File: src/rtl/core/ceb_pkg.sv
// shared types and constants for the coincidence event builder
// request payload structs, hit store entry, register indexes and reset values
// no dependencies
package ceb_pkg;

  localparam int TS_W       = 48;
  localparam int CAL_W      = 37;
  localparam int ENERGY_W   = 16;
  localparam int CH_W       = 2;
  localparam int SIZE_W     = 5;
  localparam int WINDOW_W   = 32;
  localparam int CALIB_W    = 48;
  localparam int COEF_W     = 24;
  localparam int NUM_CALIB  = 4;

  localparam int CFG_IDX_W  = 3;
  localparam int CFG_DATA_W = 48;

  localparam logic [CFG_IDX_W-1:0] REG_WINDOW = 3'd0;
  localparam logic [CFG_IDX_W-1:0] REG_CALIB0 = 3'd1;
  localparam logic [CFG_IDX_W-1:0] REG_CALIB1 = 3'd2;
  localparam logic [CFG_IDX_W-1:0] REG_CALIB2 = 3'd3;
  localparam logic [CFG_IDX_W-1:0] REG_CALIB3 = 3'd4;

  localparam logic [WINDOW_W-1:0] WINDOW_RESET = 32'd1000;
  localparam logic [CALIB_W-1:0]  CALIB_RESET  = 48'd65536;

  localparam logic KIND_HIT   = 1'b0;
  localparam logic KIND_FLUSH = 1'b1;

  // saturation bound for the calibrated sum
  localparam logic signed [41:0] CAL_LIMIT = 42'sd42955571200;

  typedef struct packed {
    logic                kind;
    logic [CH_W-1:0]     det_channel;
    logic [ENERGY_W-1:0] adc_energy;
    logic [TS_W-1:0]     timestamp;
  } in_item_t;

  typedef struct packed {
    logic [CH_W-1:0]     out_channel;
    logic [ENERGY_W-1:0] out_energy;
    logic [CAL_W-1:0]    calibrated_energy;
    logic [TS_W-1:0]     out_time;
    logic [SIZE_W-1:0]   event_size;
    logic                overflowed;
    logic                last_hit;
  } out_item_t;

  typedef struct packed {
    logic [CH_W-1:0]     channel;
    logic [ENERGY_W-1:0] energy;
    logic [CAL_W-1:0]    calibrated;
    logic [TS_W-1:0]     time_stamp;
  } hit_entry_t;

endpackage

File: src/rtl/core/ceb_calib.sv
// two-stage energy calibration: energy * gain, then + offset with saturation
// uses ceb_pkg for widths and the saturation bound
// the product and offset are registered, then the saturated sum is registered as the result
module ceb_calib (
  input  logic                             clk,
  input  logic [ceb_pkg::ENERGY_W-1:0]     energy,
  input  logic [ceb_pkg::CALIB_W-1:0]      calib,
  output logic signed [ceb_pkg::CAL_W-1:0] cal
);

  logic signed [40:0] energy_x;
  logic signed [40:0] gain_x;
  logic signed [40:0] prod_nxt;
  logic signed [40:0] prod_r;
  logic signed [23:0] offset_nxt;
  logic signed [23:0] offset_r;
  logic signed [41:0] sum;
  logic signed [41:0] sat;
  logic signed [ceb_pkg::CAL_W-1:0] cal_r;

  assign energy_x   = 41'($signed({1'b0, energy}));
  assign gain_x     = 41'($signed(calib[ceb_pkg::COEF_W-1:0]));
  assign prod_nxt   = energy_x * gain_x;
  assign offset_nxt = $signed(calib[ceb_pkg::CALIB_W-1:ceb_pkg::COEF_W]);

  always_ff @(posedge clk) begin
    prod_r   <= prod_nxt;
    offset_r <= offset_nxt;
  end

  assign sum = 42'(prod_r) + 42'(offset_r);

  always_comb begin
    priority if (sum > ceb_pkg::CAL_LIMIT) begin
      sat = ceb_pkg::CAL_LIMIT;
    end else if (sum < -ceb_pkg::CAL_LIMIT) begin
      sat = -ceb_pkg::CAL_LIMIT;
    end else begin
      sat = sum;
    end
  end

  always_ff @(posedge clk) begin
    cal_r <= sat[ceb_pkg::CAL_W-1:0];
  end

  assign cal = cal_r;

endmodule

File: src/rtl/core/ceb_store.sv
// hit store: one write port, one read port with registered read data
// entries typed by ceb_pkg::hit_entry_t, no reset
module ceb_store #(
  parameter int DEPTH = 16,
  parameter int AW    = 4
) (
  input  logic                clk,
  input  logic                wr_en,
  input  logic [AW-1:0]       wr_addr,
  input  ceb_pkg::hit_entry_t wr_data,
  input  logic                rd_en,
  input  logic [AW-1:0]       rd_addr,
  output ceb_pkg::hit_entry_t rd_data
);

  ceb_pkg::hit_entry_t mem [DEPTH];
  ceb_pkg::hit_entry_t rd_data_r;

  always_ff @(posedge clk) begin
    if (wr_en) begin
      mem[wr_addr] <= wr_data;
    end
  end

  always_ff @(posedge clk) begin
    if (rd_en) begin
      rd_data_r <= mem[rd_addr];
    end
  end

  assign rd_data = rd_data_r;

endmodule

File: src/rtl/core/coincidence_event_builder.sv
// coincidence event builder: a hit goes from acceptance to storage through accept,
// multiply, offset and saturate, and store write; in_stall is high meanwhile
// closing an event drains its stored hits one result at a time (store read,
// output load), held while out_stall holds the output register
// a closing hit is stored after the drain; a flush returns to idle after it
// reset clears control and configuration registers; the hit store is not cleared
module coincidence_event_builder #(
  parameter int MAX_HITS     = 16,
  parameter int NUM_CHANNELS = 4
) (
  input  logic                              clk,
  input  logic                              rst_n,
  input  logic                              in_valid,
  output logic                              in_stall,
  input  ceb_pkg::in_item_t                 in_data,
  output logic                              out_valid,
  input  logic                              out_stall,
  output ceb_pkg::out_item_t                out_data,
  input  logic                              cfg_wr_en,
  input  logic [ceb_pkg::CFG_IDX_W-1:0]     cfg_index,
  input  logic [ceb_pkg::CFG_DATA_W-1:0]    cfg_data
);

  localparam int AW = (MAX_HITS > 1) ? $clog2(MAX_HITS) : 1;
  localparam int CW = $clog2(MAX_HITS + 1);

  localparam logic [2:0] S_IDLE  = 3'd0;
  localparam logic [2:0] S_MUL   = 3'd1;
  localparam logic [2:0] S_SUM   = 3'd2;
  localparam logic [2:0] S_RD    = 3'd3;
  localparam logic [2:0] S_OUT   = 3'd4;
  localparam logic [2:0] S_STORE = 3'd5;

  logic [2:0] state_r, state_nxt;
  logic       event_open_r, event_open_nxt;
  logic [ceb_pkg::TS_W-1:0] first_time_r, first_time_nxt;
  logic [CW-1:0] hit_count_r, hit_count_nxt;
  logic       drop_flag_r, drop_flag_nxt;
  logic       join_r, join_nxt;
  logic [CW-1:0] rd_idx_r, rd_idx_nxt;
  logic       out_valid_r, out_valid_nxt;
  ceb_pkg::out_item_t out_data_r, out_data_nxt;
  ceb_pkg::in_item_t  hit_r;

  logic [ceb_pkg::WINDOW_W-1:0] window_r;
  logic [ceb_pkg::CALIB_W-1:0]  calib_r [ceb_pkg::NUM_CALIB];

  logic                    accept;
  logic [ceb_pkg::TS_W:0]  bound;
  logic signed [ceb_pkg::CAL_W-1:0] cal;
  logic                    ch_ok;
  logic                    out_free;
  logic                    is_last;

  logic                st_wr_en;
  logic [AW-1:0]       st_wr_addr;
  ceb_pkg::hit_entry_t st_wr_data;
  logic                st_rd_en;
  ceb_pkg::hit_entry_t st_rd_data;

  // configuration registers
  always_ff @(posedge clk) begin
    if (!rst_n) begin
      window_r <= ceb_pkg::WINDOW_RESET;
      for (int i = 0; i < ceb_pkg::NUM_CALIB; i++) begin
        calib_r[i] <= ceb_pkg::CALIB_RESET;
      end
    end else if (cfg_wr_en) begin
      unique case (cfg_index)
        ceb_pkg::REG_WINDOW: window_r   <= cfg_data[ceb_pkg::WINDOW_W-1:0];
        ceb_pkg::REG_CALIB0: calib_r[0] <= cfg_data;
        ceb_pkg::REG_CALIB1: calib_r[1] <= cfg_data;
        ceb_pkg::REG_CALIB2: calib_r[2] <= cfg_data;
        ceb_pkg::REG_CALIB3: calib_r[3] <= cfg_data;
        default: ;
      endcase
    end
  end

  assign accept   = in_valid && (state_r == S_IDLE);
  assign in_stall = (state_r != S_IDLE);

  // window bound without wrap
  assign bound = {1'b0, first_time_r} + (ceb_pkg::TS_W + 1)'(window_r);

  ceb_calib u_calib (
    .clk    (clk),
    .energy (hit_r.adc_energy),
    .calib  (calib_r[hit_r.det_channel]),
    .cal    (cal)
  );

  assign ch_ok = ({1'b0, hit_r.det_channel} < 3'(NUM_CHANNELS));

  ceb_store #(
    .DEPTH (MAX_HITS),
    .AW    (AW)
  ) u_store (
    .clk     (clk),
    .wr_en   (st_wr_en),
    .wr_addr (st_wr_addr),
    .wr_data (st_wr_data),
    .rd_en   (st_rd_en),
    .rd_addr (rd_idx_r[AW-1:0]),
    .rd_data (st_rd_data)
  );

  assign st_wr_addr            = hit_count_r[AW-1:0];
  assign st_wr_data.channel    = hit_r.det_channel;
  assign st_wr_data.energy     = hit_r.adc_energy;
  assign st_wr_data.calibrated = ch_ok ? cal : '0;
  assign st_wr_data.time_stamp = hit_r.timestamp;

  assign out_free = !out_valid_r || !out_stall;
  assign is_last  = (({1'b0, rd_idx_r} + (CW + 1)'(1)) == {1'b0, hit_count_r});

  always_comb begin
    state_nxt      = state_r;
    event_open_nxt = event_open_r;
    first_time_nxt = first_time_r;
    hit_count_nxt  = hit_count_r;
    drop_flag_nxt  = drop_flag_r;
    join_nxt       = join_r;
    rd_idx_nxt     = rd_idx_r;
    out_valid_nxt  = out_valid_r && out_stall;
    out_data_nxt   = out_data_r;
    st_wr_en       = 1'b0;
    st_rd_en       = 1'b0;

    unique case (state_r)
      S_IDLE: begin
        if (accept) begin
          join_nxt  = event_open_r && ({1'b0, in_data.timestamp} < bound);
          state_nxt = S_MUL;
        end
      end
      S_MUL: begin
        state_nxt = S_SUM;
      end
      S_SUM: begin
        rd_idx_nxt = '0;
        priority if (hit_r.kind == ceb_pkg::KIND_FLUSH) begin
          if (event_open_r) begin
            state_nxt = S_RD;
          end else begin
            hit_count_nxt = '0;
            drop_flag_nxt = 1'b0;
            state_nxt     = S_IDLE;
          end
        end else if (join_r) begin
          state_nxt = S_STORE;
        end else if (event_open_r) begin
          state_nxt = S_RD;
        end else begin
          event_open_nxt = 1'b1;
          first_time_nxt = hit_r.timestamp;
          hit_count_nxt  = '0;
          drop_flag_nxt  = 1'b0;
          state_nxt      = S_STORE;
        end
      end
      S_RD: begin
        st_rd_en  = 1'b1;
        state_nxt = S_OUT;
      end
      S_OUT: begin
        if (out_free) begin
          out_valid_nxt                  = 1'b1;
          out_data_nxt.out_channel       = st_rd_data.channel;
          out_data_nxt.out_energy        = st_rd_data.energy;
          out_data_nxt.calibrated_energy = st_rd_data.calibrated;
          out_data_nxt.out_time          = st_rd_data.time_stamp;
          out_data_nxt.event_size        = ceb_pkg::SIZE_W'(hit_count_r);
          out_data_nxt.overflowed        = drop_flag_r;
          out_data_nxt.last_hit          = is_last;
          rd_idx_nxt                     = rd_idx_r + CW'(1);
          if (is_last) begin
            hit_count_nxt = '0;
            drop_flag_nxt = 1'b0;
            if (hit_r.kind == ceb_pkg::KIND_FLUSH) begin
              event_open_nxt = 1'b0;
              state_nxt      = S_IDLE;
            end else begin
              // closing hit opens the next event
              event_open_nxt = 1'b1;
              first_time_nxt = hit_r.timestamp;
              state_nxt      = S_STORE;
            end
          end else begin
            state_nxt = S_RD;
          end
        end
      end
      S_STORE: begin
        if (hit_count_r < CW'(MAX_HITS)) begin
          st_wr_en      = 1'b1;
          hit_count_nxt = hit_count_r + CW'(1);
        end else begin
          drop_flag_nxt = 1'b1;
        end
        state_nxt = S_IDLE;
      end
      default: begin
        state_nxt = S_IDLE;
      end
    endcase
  end

  always_ff @(posedge clk) begin
    if (!rst_n) begin
      state_r      <= S_IDLE;
      event_open_r <= 1'b0;
      first_time_r <= '0;
      hit_count_r  <= '0;
      drop_flag_r  <= 1'b0;
      join_r       <= 1'b0;
      rd_idx_r     <= '0;
      out_valid_r  <= 1'b0;
    end else begin
      state_r      <= state_nxt;
      event_open_r <= event_open_nxt;
      first_time_r <= first_time_nxt;
      hit_count_r  <= hit_count_nxt;
      drop_flag_r  <= drop_flag_nxt;
      join_r       <= join_nxt;
      rd_idx_r     <= rd_idx_nxt;
      out_valid_r  <= out_valid_nxt;
    end
  end

  always_ff @(posedge clk) begin
    if (accept) begin
      hit_r <= in_data;
    end
    out_data_r <= out_data_nxt;
  end

  assign out_valid = out_valid_r;
  assign out_data  = out_data_r;

endmodule
File: config.mk
export PLATFORM = sky130hd
export DESIGN_NAME = coincidence_event_builder
export DESIGN_NICKNAME = d
export VERILOG_FILES = /design/src/rtl/core/ceb_pkg.sv /design/src/rtl/core/ceb_calib.sv /design/src/rtl/core/ceb_store.sv /design/src/rtl/core/coincidence_event_builder.sv
export SDC_FILE = /design/constraint.sdc
export NUM_CORES = 2
export LEC_CHECK = 0
export BUFFER_PORTS_ARGS = -buffer_cell sky130_fd_sc_hd__buf_2
export CORE_MARGIN = 1
export CORE_UTILIZATION = 68
export DETAILED_ROUTE_END_ITERATION = 7
export GPL_TIMING_DRIVEN = 0
export PLACE_DENSITY_LB_ADDON = 0.05
export REMOVE_ABC_BUFFERS = 1
export SLEW_MARGIN = 20
export SYNTH_ARGS = -nofsm -noshare
export SYNTH_HDL_FRONTEND = slang
export SYNTH_SLANG_ARGS = --single-unit
File: constraint.sdc
create_clock -name clk -period 17.15 [get_ports clk]
set_input_delay 2.5725 -clock clk [delete_from_list [all_inputs] [get_ports clk]]
set_output_delay 2.5725 -clock clk [all_outputs]
set_load 0.01 [all_outputs]
==> impl_metrics.toml <==
[worst_setup_path]
worstPathArrival_ns = 9.21
critical_path_class = "register to register"
reg2reg_to = "u_calib.prod_r[39]$_DFF_P_"
required_ns = 17.92
worst-path-max-fanout = 32
r2r_cells = 26
reg2reg_slack_ns = 8.71
start_kind = "register"
crit_path_end_kind = "register"

[synthesis]
yosys-top-cells-count = "2120 x edfxtp_1, 563 x mux4_2, 504 x inv_1, 499 x nand2_1, 379 x fa_1"
yosysMostFrequentCell = "edfxtp_1"
synthAdderAreaFrac_pct = 10.0
synth_top_family_by_area = "multiplexers"
yosysWarnings = 0
synthMuxAreaShare_pct = 12.3
synthArstFlopShare_pct = 0
synth_flop_cell = "edfxtp_1"
yosysUniqueCellTypes = 82
yosys.area_share.simple_pct = 5.54
synth_seq_area_share_pct = 65.1
synth_top_area_share_pct = 61.3
ys_ff_latch = 2321
synth_compound_area_share_pct = 3.25
synthXorXnorAreaFrac_pct = 1.01
synth_largest_area_cell = "edfxtp_1"
synth_area_leaders = "edfxtp_1 61%, mux4_2 12%, fa_1 7.3%"
synth_area_um2 = 104000
synth-edff-count = 2120
avgSynthCellArea_um2 = 17.1
syn_inst = 6089

[global_route]
grt_pass1_wl_um = 392000
antenna_found_initial = 44
grt_pass1_vias = 59200
overflow = 0
grt.total_usage_pct = 35.5
grt_max_degree = 65

[clock_tree]
htree_levels = 4
cts.sinks = 2321
hold_buffers = 0
clock_latency_ns = 0.87
numCtsBuffers = 216
ctsResizeCount = 0
tritoncts = "yes"
clockRootBuffer = "clkbuf_16"
cts_buffer_depth = 3
cts_setup_buffers = 0
path_clk_slew_ns = 0.06

[timing]
period_minus_slack_ns = 8.44
slew_headroom_pct = 37.8
tightest_slew_ns = 0.934
fin_crit_sh_pct = 49.2
finalSetupViolations = 0
slew_violations = 0
grt_setup_unrepaired = "false"
fmax_mhz = 118
fin_skew_ns = 0.0409
hold_violations = 0
setup_tns_ns = 0

[routing]
drtAntennaViolNets = 0
via_count = 58100
wl_per_cell_um = 30.4
detailedRoute.firstIterationViolations = 6902
drcViolationCount = 0
drtPass1Iterations = 8
wirelength_um = 267000
via_per_inst = 6.61

[placement]
hpwl_um = 170000
gp_congestion = 0.898
io_buffers = 234

[die]
core_area_um2 = 152000
rows = 143
dieWidth_um = 393
pin_count = 235
die_h_um = 393
initial_utilization_pct = 68.4
die_area_um2 = 154000

[layout]
drive_above_1_share_pct = 21.8
final_util_pct = 78.4
nets = 7277
syn2layout_area_growth_pct = 14.6
n_fill_cell = 7936

[flow_run]
cap_viol_max_count = 0

[min_path]
hp-start = "u_store.rd_data[80]$_DFFE_PN_"
hp-class = "register to register"
hold_depth = 0
holdPathEnd = "out_data[87]$_DFFE_PP_"

[run_status]
outcome = "finished, final reports clean"
==> layer usage <==
layer | wire length, um | global-route usage (%)
met3 | 26900 | 7.53
met4 | 10500 | 12.8
met1 | 98100 | 48.6
met5 | 257 | 0
met2 | 131000 | 57.4
==> state kept, by name, indices dropped and copies added, names as in the netlist, 32 cells and up, named ones only <==
name,count
u_store.mem,1648
calib_r,192
out_data,110
u_store.rd_data,103
hit_r,67
first_time_r,48
u_calib.prod_r,41
u_calib.cal,37
window_r,32
==> kinds of logic after synthesis <==
family	Yosys count
compound gates	533
fa+ha+maj	605
flops	2321
simple gates	1176
mux	568
buf+inv	766
xor+xnor	120
==> placed cells by master (no fill, tap or decap), types with 21 or more instances in the layout <==
cell type / synthesis / routed
bufinv_16: 0 / 21
nor2_1: 131 / 116
edfxtp_1: 2120 / 2120
buf_2: 11 / 234
xnor2_1: 90 / 90
a21oi_1: 218 / 217
clkinv_1: 0 / 37
fa_1: 379 / 379
buf_8: 0 / 28
clkbuf_16: 0 / 219
nand3_1: 37 / 37
a21o_1: 55 / 55
mux4_2: 563 / 563
and2_1: 346 / 344
buf_6: 1 / 23
buf_16: 0 / 88
dfxtp_1: 201 / 195
nor3_1: 28 / 22
buf_4: 0 / 66
inv_1: 504 / 503
buf_12: 0 / 64
a211oi_1: 21 / 21
nor2b_1: 26 / 26
ha_1: 226 / 226
clkbuf_1: 203 / 38
o21a_1: 24 / 23
o21ai_0: 78 / 74
clkinv_2: 0 / 46
nand4_1: 26 / 26
nand2_1: 499 / 496
xor2_1: 30 / 30
==> worst max path at each step <==
stage	start	to	slack [ns]	depth (start not counted)
2_1_floorplan	rd_idx_r[0]$_SDFFE_PN0P_	first_time_r[0]$_SDFFE_PN0P_	-4.45	8
3_3_place_gp	rd_idx_r[0]$_SDFFE_PN0P_	first_time_r[14]$_SDFFE_PN0P_	-15.11	9
3_5_place_dp	register	u_calib.prod_r[39]$_DFF_P_	8.79	26
4_1_cts	register	u_calib.prod_r[39]$_DFF_P_	8.68	26
5_1_grt	register	u_calib.prod_r[39]$_DFF_P_	8.28	26
6_report	register	u_calib.prod_r[39]$_DFF_P_	8.71	26
==> critical path: stages (launching register included) <==
cell and delay [ns]:
dfxtp_4 0.63, buf_16 0.31, mux4_2 0.80, and2_1 0.29
fa_1 0.53, inv_1 0.05, fa_1 0.46, fa_1 0.51
fa_1 0.54, inv_1 0.05, fa_1 0.47, inv_1 0.05
fa_1 0.47, inv_1 0.04, ha_1 0.32, nand2_1 0.07
o21ai_0 0.10, nor2_1 0.13, a21boi_0 0.50, o21ai_0 0.31
nand4_1 0.23, a311oi_1 0.14, o31a_1 0.34, nor2b_1 0.26
o21ai_0 0.19, a221oi_1 0.34, xnor2_1 0.18
==> area by class of cell <==
type | instances | area (um2) | area share, %
Inverter | 504 | 1890 | 1.59
Clock inverter | 135 | 1420 | 1.20
Tap cell | 2030 | 2540 | 2.13
Sequential cell | 2321 | 67700 | 56.9
Multi-Input combinational cell | 3002 | 33600 | 28.2
Clock buffer | 273 | 5830 | 4.89
Timing Repair Buffer | 504 | 6050 | 5.08
Antenna cell | 12 | 30.0 | 0.0252
==> metrics by stage <==
stage / worst slack, ns / hold slack [ns] / std cells / area, um2
2_1_floorplan: -4.45 / 0.400 / 5827 / 103000
3_3_place_gp: -15.11 / 0.401 / 8091 / 107000
3_5_place_dp: 8.79 / 0.405 / 8361 / 112000
4_1_cts: 8.68 / 0.411 / 8769 / 119000
5_1_grt: 8.28 / 0.420 / 8778 / 119000
6_report: 8.71 / 0.411 / 8781 / 119000
Power is not shown: default switching activity piles up to over one toggle a cycle in this logic, so the estimate is an artifact.
